===== config.mk =====
export PLATFORM = sky130hd
export DESIGN_NAME = ordered_key_value_table
export DESIGN_NICKNAME = d
export VERILOG_FILES = /design/src/rtl/core/okvt_pkg.sv /design/src/rtl/core/okvt_store.sv /design/src/rtl/core/okvt_ctrl.sv /design/src/rtl/core/ordered_key_value_table.sv
export SDC_FILE = /design/constraint.sdc
export NUM_CORES = 2
export LEC_CHECK = 0
export BUFFER_PORTS_ARGS = -buffer_cell sky130_fd_sc_hd__buf_2
export CAP_MARGIN = 25
export CELL_PAD_IN_SITES_DETAIL_PLACEMENT = 1
export CELL_PAD_IN_SITES_GLOBAL_PLACEMENT = 1
export CORE_ASPECT_RATIO = 1.1
export CORE_MARGIN = 10
export CORE_UTILIZATION = 35
export DETAILED_ROUTE_END_ITERATION = 8
export GPL_TIMING_DRIVEN = 1
export HOLD_SLACK_MARGIN = 0.06
export PLACE_DENSITY = 0.57
export SLEW_MARGIN = 20
export SYNTH_ARGS = -nofsm -noshare
export SYNTH_HDL_FRONTEND = slang
export SYNTH_SLANG_ARGS = --single-unit

===== constraint.sdc =====
create_clock -name clk -period 9.84 [get_ports clk]
set_input_delay 1.476 -clock clk [delete_from_list [all_inputs] [get_ports clk]]
set_output_delay 1.476 -clock clk [all_outputs]
set_load 0.05 [all_outputs]

===== src/rtl/core/okvt_pkg.sv =====
package okvt_pkg;

  // Request codes
  typedef enum logic [3:0] {
    ACT_ADD            = 4'd0,
    ACT_SET            = 4'd1,
    ACT_GET            = 4'd2,
    ACT_REMOVE         = 4'd3,
    ACT_CONTAINS       = 4'd4,
    ACT_CONTAINS_VALUE = 4'd5,
    ACT_KEY_OF         = 4'd6,
    ACT_KEY_AT         = 4'd7,
    ACT_VALUE_AT       = 4'd8,
    ACT_CLEAR          = 4'd9
  } action_t;

  // Status codes
  localparam logic [2:0] ST_OK       = 3'd0;
  localparam logic [2:0] ST_NO_KEY   = 3'd1;
  localparam logic [2:0] ST_NO_VALUE = 3'd2;
  localparam logic [2:0] ST_BAD_POS  = 3'd3;
  localparam logic [2:0] ST_FULL     = 3'd4;

  // Result word handed from the sequencer to the output register
  typedef struct packed {
    logic        hit;
    logic [31:0] key_out;
    logic [31:0] value_out;
    logic [2:0]  status;
    logic [4:0]  entry_count;
    logic        is_empty;
  } okvt_rsp_t;

  // Write enables of the pair memory
  typedef struct packed {
    logic key_we;
    logic value_we;
  } okvt_wr_t;

endpackage


===== src/rtl/core/okvt_store.sv =====
module okvt_store import okvt_pkg::*; #(
  parameter int DEPTH = 16,
  parameter int AW    = 4,
  parameter int KW    = 32,
  parameter int VW    = 32
) (
  input  logic          clk,
  input  okvt_wr_t      wr,
  input  logic [AW-1:0] waddr,
  input  logic [KW-1:0] wkey,
  input  logic [VW-1:0] wval,
  input  logic [AW-1:0] raddr,
  output logic [KW-1:0] rkey,
  output logic [VW-1:0] rval
);

  logic [KW-1:0] key_mem [DEPTH];
  logic [VW-1:0] val_mem [DEPTH];

  // One write port, one registered read port per array
  always_ff @(posedge clk) begin
    if (wr.key_we) begin
      key_mem[waddr] <= wkey;
    end
    if (wr.value_we) begin
      val_mem[waddr] <= wval;
    end
    rkey <= key_mem[raddr];
    rval <= val_mem[raddr];
  end

endmodule


===== src/rtl/core/okvt_ctrl.sv =====
module okvt_ctrl import okvt_pkg::*; #(
  parameter int CAPACITY    = 16,
  parameter int KEY_WIDTH   = 32,
  parameter int VALUE_WIDTH = 32,
  parameter int AW          = 4
) (
  input  logic                   clk,
  input  logic                   rst,
  input  logic                   in_valid,
  output logic                   in_ready,
  input  logic [3:0]             action,
  input  logic [31:0]            req_key,
  input  logic [31:0]            req_value,
  input  logic [3:0]             position,
  output logic                   rsp_valid,
  input  logic                   rsp_ready,
  output okvt_rsp_t              rsp,
  output okvt_wr_t               wr,
  output logic [AW-1:0]          waddr,
  output logic [KEY_WIDTH-1:0]   wkey,
  output logic [VALUE_WIDTH-1:0] wval,
  output logic [AW-1:0]          raddr,
  input  logic [KEY_WIDTH-1:0]   rkey,
  input  logic [VALUE_WIDTH-1:0] rval
);

  localparam int CW = $clog2(CAPACITY + 1);
  localparam int PW = (CW > 4) ? CW : 4;

  typedef enum logic [2:0] {
    S_IDLE,
    S_SCAN,
    S_SHIFT,
    S_READ,
    S_RESP
  } state_t;

  state_t                 state;
  action_t                act;
  logic [KEY_WIDTH-1:0]   k;
  logic [VALUE_WIDTH-1:0] v;
  logic [CW-1:0]          cur;
  logic [CW-1:0]          count;
  logic                   hit_r;
  logic [31:0]            kout_r;
  logic [31:0]            vout_r;
  logic [2:0]             status_r;

  logic [CW-1:0] nxt;
  logic          match;
  logic          found;
  logic          at_end;
  logic          pos_ok;
  logic          full;

  // Compare the entry now on the read port against the request
  always_comb begin
    nxt    = cur + CW'(1);
    match  = ((act == ACT_CONTAINS_VALUE) || (act == ACT_KEY_OF)) ? (rval == v) : (rkey == k);
    found  = match && (cur < count);
    at_end = (nxt >= count);
    pos_ok = PW'(position) < PW'(count);
    full   = (count == CW'(CAPACITY));
  end

  // Memory port control
  always_comb begin
    wr    = '0;
    waddr = AW'(cur);
    wkey  = k;
    wval  = v;
    raddr = AW'(nxt);
    case (state)
      S_IDLE: begin
        raddr = (action == ACT_KEY_AT || action == ACT_VALUE_AT) ? AW'(position) : '0;
      end
      S_SCAN: begin
        if (found) begin
          wr.value_we = (act == ACT_ADD) || (act == ACT_SET);
        end else if (at_end && act == ACT_ADD && !full) begin
          wr.key_we   = 1'b1;
          wr.value_we = 1'b1;
          waddr       = AW'(count);
        end
      end
      S_SHIFT: begin
        // move the entry just read down one slot
        wr.key_we   = 1'b1;
        wr.value_we = 1'b1;
        waddr       = AW'(cur - CW'(1));
        wkey        = rkey;
        wval        = rval;
      end
      default: begin
      end
    endcase
  end

  assign in_ready  = (state == S_IDLE);
  assign rsp_valid = (state == S_RESP);

  always_comb begin
    rsp.hit         = hit_r;
    rsp.key_out     = kout_r;
    rsp.value_out   = vout_r;
    rsp.status      = status_r;
    rsp.entry_count = 5'(count);
    rsp.is_empty    = (count == '0);
  end

  // Sequencer
  always_ff @(posedge clk) begin
    if (rst) begin
      state <= S_IDLE;
      count <= '0;
    end else begin
      case (state)
        S_IDLE: begin
          if (in_valid) begin
            act      <= action_t'(action);
            k        <= KEY_WIDTH'(req_key);
            v        <= VALUE_WIDTH'(req_value);
            cur      <= '0;
            hit_r    <= 1'b0;
            kout_r   <= '0;
            vout_r   <= '0;
            status_r <= ST_OK;
            case (action)
              ACT_ADD, ACT_SET, ACT_GET, ACT_REMOVE, ACT_CONTAINS,
              ACT_CONTAINS_VALUE, ACT_KEY_OF: begin
                state <= S_SCAN;
              end
              ACT_KEY_AT, ACT_VALUE_AT: begin
                if (pos_ok) begin
                  state <= S_READ;
                end else begin
                  status_r <= ST_BAD_POS;
                  state    <= S_RESP;
                end
              end
              ACT_CLEAR: begin
                count <= '0;
                state <= S_RESP;
              end
              default: begin
                state <= S_RESP;
              end
            endcase
          end
        end
        S_SCAN: begin
          if (found) begin
            hit_r <= 1'b1;
            state <= S_RESP;
            case (act)
              ACT_GET:    vout_r <= 32'(rval);
              ACT_KEY_OF: kout_r <= 32'(rkey);
              ACT_REMOVE: begin
                if (nxt < count) begin
                  cur   <= nxt;
                  state <= S_SHIFT;
                end else begin
                  count <= count - CW'(1);
                end
              end
              default: begin
              end
            endcase
          end else if (at_end) begin
            state <= S_RESP;
            case (act)
              ACT_ADD: begin
                if (full) begin
                  status_r <= ST_FULL;
                end else begin
                  count <= count + CW'(1);
                end
              end
              ACT_SET, ACT_GET, ACT_REMOVE: status_r <= ST_NO_KEY;
              ACT_KEY_OF:                   status_r <= ST_NO_VALUE;
              default: begin
              end
            endcase
          end else begin
            cur <= nxt;
          end
        end
        S_SHIFT: begin
          if (nxt < count) begin
            cur <= nxt;
          end else begin
            count <= count - CW'(1);
            state <= S_RESP;
          end
        end
        S_READ: begin
          hit_r <= 1'b1;
          if (act == ACT_KEY_AT) begin
            kout_r <= 32'(rkey);
          end else begin
            vout_r <= 32'(rval);
          end
          state <= S_RESP;
        end
        S_RESP: begin
          if (rsp_ready) begin
            state <= S_IDLE;
          end
        end
        default: begin
          state <= S_IDLE;
        end
      endcase
    end
  end

endmodule


===== src/rtl/core/ordered_key_value_table.sv =====
// A search reads the entries in order until a match or the end of the fill count; remove
// then shifts each later entry down one slot; key_at and value_at read the addressed entry.
// One word is in work at a time, as the sequencer takes a word only while idle; the
// next word is taken once the result moves into the output register.
// Reset clears the fill count, sequencer and output valid; the pair memory is not
// cleared, and entries at or above the fill count are never reported.
module ordered_key_value_table import okvt_pkg::*; #(
  parameter int CAPACITY    = 16,
  parameter int KEY_WIDTH   = 32,
  parameter int VALUE_WIDTH = 32
) (
  input  logic        clk,
  input  logic        rst,
  input  logic        in_valid,
  output logic        in_ready,
  input  logic [3:0]  action,
  input  logic [31:0] req_key,
  input  logic [31:0] req_value,
  input  logic [3:0]  position,
  output logic        out_valid,
  input  logic        out_ready,
  output logic        hit,
  output logic [31:0] key_out,
  output logic [31:0] value_out,
  output logic [2:0]  status,
  output logic [4:0]  entry_count,
  output logic        is_empty
);

  localparam int AW = (CAPACITY > 1) ? $clog2(CAPACITY) : 1;

  okvt_rsp_t              rsp;
  logic                   rsp_valid;
  logic                   rsp_ready;
  okvt_wr_t               wr;
  logic [AW-1:0]          waddr;
  logic [KEY_WIDTH-1:0]   wkey;
  logic [VALUE_WIDTH-1:0] wval;
  logic [AW-1:0]          raddr;
  logic [KEY_WIDTH-1:0]   rkey;
  logic [VALUE_WIDTH-1:0] rval;

  okvt_ctrl #(
    .CAPACITY    (CAPACITY),
    .KEY_WIDTH   (KEY_WIDTH),
    .VALUE_WIDTH (VALUE_WIDTH),
    .AW          (AW)
  ) u_ctrl (
    .clk       (clk),
    .rst       (rst),
    .in_valid  (in_valid),
    .in_ready  (in_ready),
    .action    (action),
    .req_key   (req_key),
    .req_value (req_value),
    .position  (position),
    .rsp_valid (rsp_valid),
    .rsp_ready (rsp_ready),
    .rsp       (rsp),
    .wr        (wr),
    .waddr     (waddr),
    .wkey      (wkey),
    .wval      (wval),
    .raddr     (raddr),
    .rkey      (rkey),
    .rval      (rval)
  );

  okvt_store #(
    .DEPTH (CAPACITY),
    .AW    (AW),
    .KW    (KEY_WIDTH),
    .VW    (VALUE_WIDTH)
  ) u_store (
    .clk   (clk),
    .wr    (wr),
    .waddr (waddr),
    .wkey  (wkey),
    .wval  (wval),
    .raddr (raddr),
    .rkey  (rkey),
    .rval  (rval)
  );

  // Output register: frees the sequencer while a result waits
  assign rsp_ready = !out_valid || out_ready;

  always_ff @(posedge clk) begin
    if (rst) begin
      out_valid <= 1'b0;
    end else if (rsp_valid && rsp_ready) begin
      out_valid <= 1'b1;
    end else if (out_ready) begin
      out_valid <= 1'b0;
    end
  end

  always_ff @(posedge clk) begin
    if (rsp_valid && rsp_ready) begin
      hit         <= rsp.hit;
      key_out     <= rsp.key_out;
      value_out   <= rsp.value_out;
      status      <= rsp.status;
      entry_count <= rsp.entry_count;
      is_empty    <= rsp.is_empty;
    end
  end

  // Checks
  a_busy_after_accept: assert property (@(posedge clk) disable iff (rst)
    in_valid && in_ready |=> !in_ready)
    else $error("sequencer still ready after taking a word");

  a_hit_is_ok: assert property (@(posedge clk) disable iff (rst)
    out_valid && hit |-> status == ST_OK)
    else $error("hit reported with an error status");

  a_rsp_lands: assert property (@(posedge clk) disable iff (rst)
    rsp_valid && rsp_ready |=> out_valid)
    else $error("handed-off result missing from output register");

endmodule


==> flow_summary.toml <==
[status]
status = "finished clean"

[worst_setup_path]
worstPathBufferInverterCount = 1
worst-r2r-setup-slack_ns = 4.81
startpoint_types = "flip-flop"
cpMaxStageDelayCell = "nand3b_1"
critical_path.max_stage_delay_ns = 0.75
timing.critical_path.to_type = "flip-flop"
crit_family = "simple AND/OR/NAND/NOR gates"
critPathMaxFanout = 32
cp_cell_sequence = "nand3_1 > xnor2_1 > ha_1 > a21o_1 > a21oi_1 > o21a_1 > a211oi_2 > and2_1 > a211oi_1 > a311oi_2 > nand3b_1 > nor2_4 > buf_4"
timing.setup.critical_path_class = "reg2reg"
arrival_ns = 5.40
required_worst_endpoint_ns = 10.21

[sta]
tns_ns = 0
worst_slew_pin_slew_ns = 1.08
fin_worst_hold_slack_ns = 0.408
worst_clock_skew_ns = 0.0490
final_max_slew_violation_count = 0
setup_viol = 0
final_period_minus_worst_setup_slack_ns = 5.03
post-route-period-util_pct = 51.1
worst_slew_margin_rel_pct = 27.8
hold_viol_final = 0
grt_setup_unrepaired = "false"
clock.fmax_mhz = 199

[synth]
synth_fp_nets = 3731
postSynthRegisterBits = 1312
number_of_distinct_library_cells_after_synthesis = 72
synth_edf_count = 1239
seq_area_frac_synth_pct = 74.9
synth_async_sr_flop_share_pct = 0
post-synth-top-area-fraction_pct = 72.0
synthMostInstantiatedCell = "edfxtp_1"
ys_top_cells_by_area = "edfxtp_1 (72%), nand2_1 (5.3%), a211oi_1 (4.7%), and2_1 (3.3%), dfxtp_1 (2.8%)"
synth_top_area_cell = "edfxtp_1"
syn-mean-instance-area_um2 = 14.2
netlist_instances = 3638
synth.top_cells.by_count = "edfxtp_1 (1239), nand2_1 (727), a211oi_1 (322), and2_1 (275), clkbuf_1 (213)"
synth-main-ff-cell = "edfxtp_1"
yosys_warnings = 0
post_synth_instance_area_um2 = 51700

[clock_tree]
cts_buffer_depth = 3
cts_tree = "built"
cts.clk_slew.worst_paths_ns = 0.06
ctsHoldBuffers = 0
post_cts_resize_count = 0
sinks_on_clock_net = 1312
clock_tree.htree_level_count = 4
tritoncts.num_buffers = 144
post-cts-setup-buffer-count = 0
worst_skew_pair.late_latency_ns = 0.79
clock_tree_root = "clkbuf_16"

[routing]
first_iter_violations = 2222
wl_mm = 149
num_vias = 31000
detail_route.wl_per_cell_um = 25.6
drcViolationCount = 0
detail_route.vias_per_cell = 5.34
drt_pre_antenna_iters = 7
final_ant_viol_nets = 0

[pwr]
ir_worst_vdd_mv = 0.138
cellLeakagePower_nw = 19.5
power_per_cell_area_nw_per_um2 = 222

[place]
dp.final_hpwl_mm = 75.8
place_congestion = 0.733
port_buffers = 151

[die]
fp.dieH_um = 423
floorplan.initialDensity_pct = 35.3
fp-row-count = 147
die_width_um = 386
die_area_um2 = 163000
core_um2 = 146000
io-pin-count = 152

[grt]
grt_pass1_vias = 32000
grt_util_overall_pct = 17.8
antenna_found_initial = 4
grt_overflow = 0
grt_pass1_wl_mm = 217
maximum_number_of_pins_on_one_net_before_global_route_repair = 187

[flow_run]
cap_violations = 0

[final_layout]
drive_gt1_share_pct = 12.5
finish.net_count = 3849
final.fill_count = 14900
area_delta_synth_final_pct = 15.2

[hold_path]
worst_hold_path_class = "reg2reg"
worst paths after layout:
check / startpoint / depth (start not counted) / endpoint
worst max register to register: u_ctrl.cur[2] / 13 / u_store.val_mem[0][30]
worst max-delay path: u_ctrl.cur[2] / 13 / u_store.val_mem[0][30]
worst min-delay path: u_ctrl.kout_r[26] / 0 / key_out[26]
worst min register to register: u_ctrl.kout_r[26] / 0 / key_out[26]
cell usage in the layout (no fill, tap or decap), drive strengths merged, types with 2 or more instances in the layout:
cell	synthesis	final
nand3b	3	3
nor3b	3	3
o32ai	3	3
bufinv	0	11
a22o	2	2
o21ai	21	21
nand2	728	728
clkbuf	213	204
nor3	12	12
and2	323	323
or3	4	4
a2111oi	4	4
nor2b	4	4
xor2	62	62
clkinvlp	0	2
nand3	15	15
a211oi	326	326
ha	17	17
nand4	6	6
clkinv	0	39
a31oi	132	132
xnor2	10	10
o21a	4	4
a311oi	129	129
dfxtp	73	73
o22ai	2	2
edfxtp	1239	1239
buf	32	217
and3	4	4
a21oi	153	153
nor4	16	16
a21o	5	5
nand2b	6	6
inv	11	18
mux2i	2	2
a221oi	2	2
a2bb2oi	2	2
nor2	51	51
power breakdown:
part	total [W]	leakage (nW)	internal [W]	switching, W
Clock	0.00538	2.28	0.00313	0.00225
Combinational	0.00136	5.40	0.000384	0.000971
Sequential	0.00647	11.8	0.00630	0.000168
layout make-up:
class                           count  area (um2)  area share, %
Antenna cell                        1        2.50        0.00421
Clock buffer                      204        3960           6.65
Clock inverter                     59         751           1.26
Inverter                           11        41.3         0.0694
Multi-Input combinational cell   2070       12300           20.7
Sequential cell                  1312       38700           65.0
Tap cell                         1937        2420           4.07
Timing Repair Buffer              217        1340           2.25
metal layers:
| metal | track usage (%) | wire, um | vias up |
|---|---|---|---|
| met5 | 0 | 0 | - |
| met4 | 5.21 | 3730 | 0 |
| met3 | 2.98 | 6450 | 223 |
| met2 | 29.8 | 72700 | 713 |
| met1 | 23.6 | 65700 | 16100 |
| li1 | - | - | 14000 |
cells by family after synthesis:
| group | synth area share (%) |
|---|---|
| DFF | 74.9 |
| muxes | 0.0678 |
| AOI/OAI and AO/OA | 10.8 |
| buffers and inverters | 1.93 |
| xor gates and xnor gates | 1.22 |
| and+or+nand+nor | 10.7 |
| adders and majority gates | 0.412 |
per-stage QoR:
step	setup WS [ns]	cells	area (um2)	utilization, %	power, W
floorplan	2.54	3638	51700	-	0.00741
global placement	4.76	5547	54800	37.4	0.00794
detailed placement	4.75	5547	54800	37.4	0.00795
CTS	4.75	5810	59500	40.6	0.0133
global route	4.47	5810	59500	40.6	0.0137
finish	4.81	5811	59500	40.6	0.0132
registers in the layout, summed over array words and instances, names as in the netlist, 3 cells and up:
| register | count |
|---|---|
| u_store.key_mem | 512 |
| u_ctrl.v | 32 |
| entry_count | 5 |
| u_ctrl.status_r | 3 |
| key_out | 32 |
| u_ctrl.vout_r | 32 |
| status | 3 |
| value_out | 32 |
| u_ctrl.count | 5 |
| u_ctrl.cur | 5 |
| u_store.rkey | 32 |
| u_ctrl.state | 3 |
| u_store.val_mem | 512 |
| u_store.rval | 32 |
| u_ctrl.kout_r | 32 |
| u_ctrl.k | 32 |
| u_ctrl.act | 4 |
No activity file was read; power rests on OpenSTA's default activity.
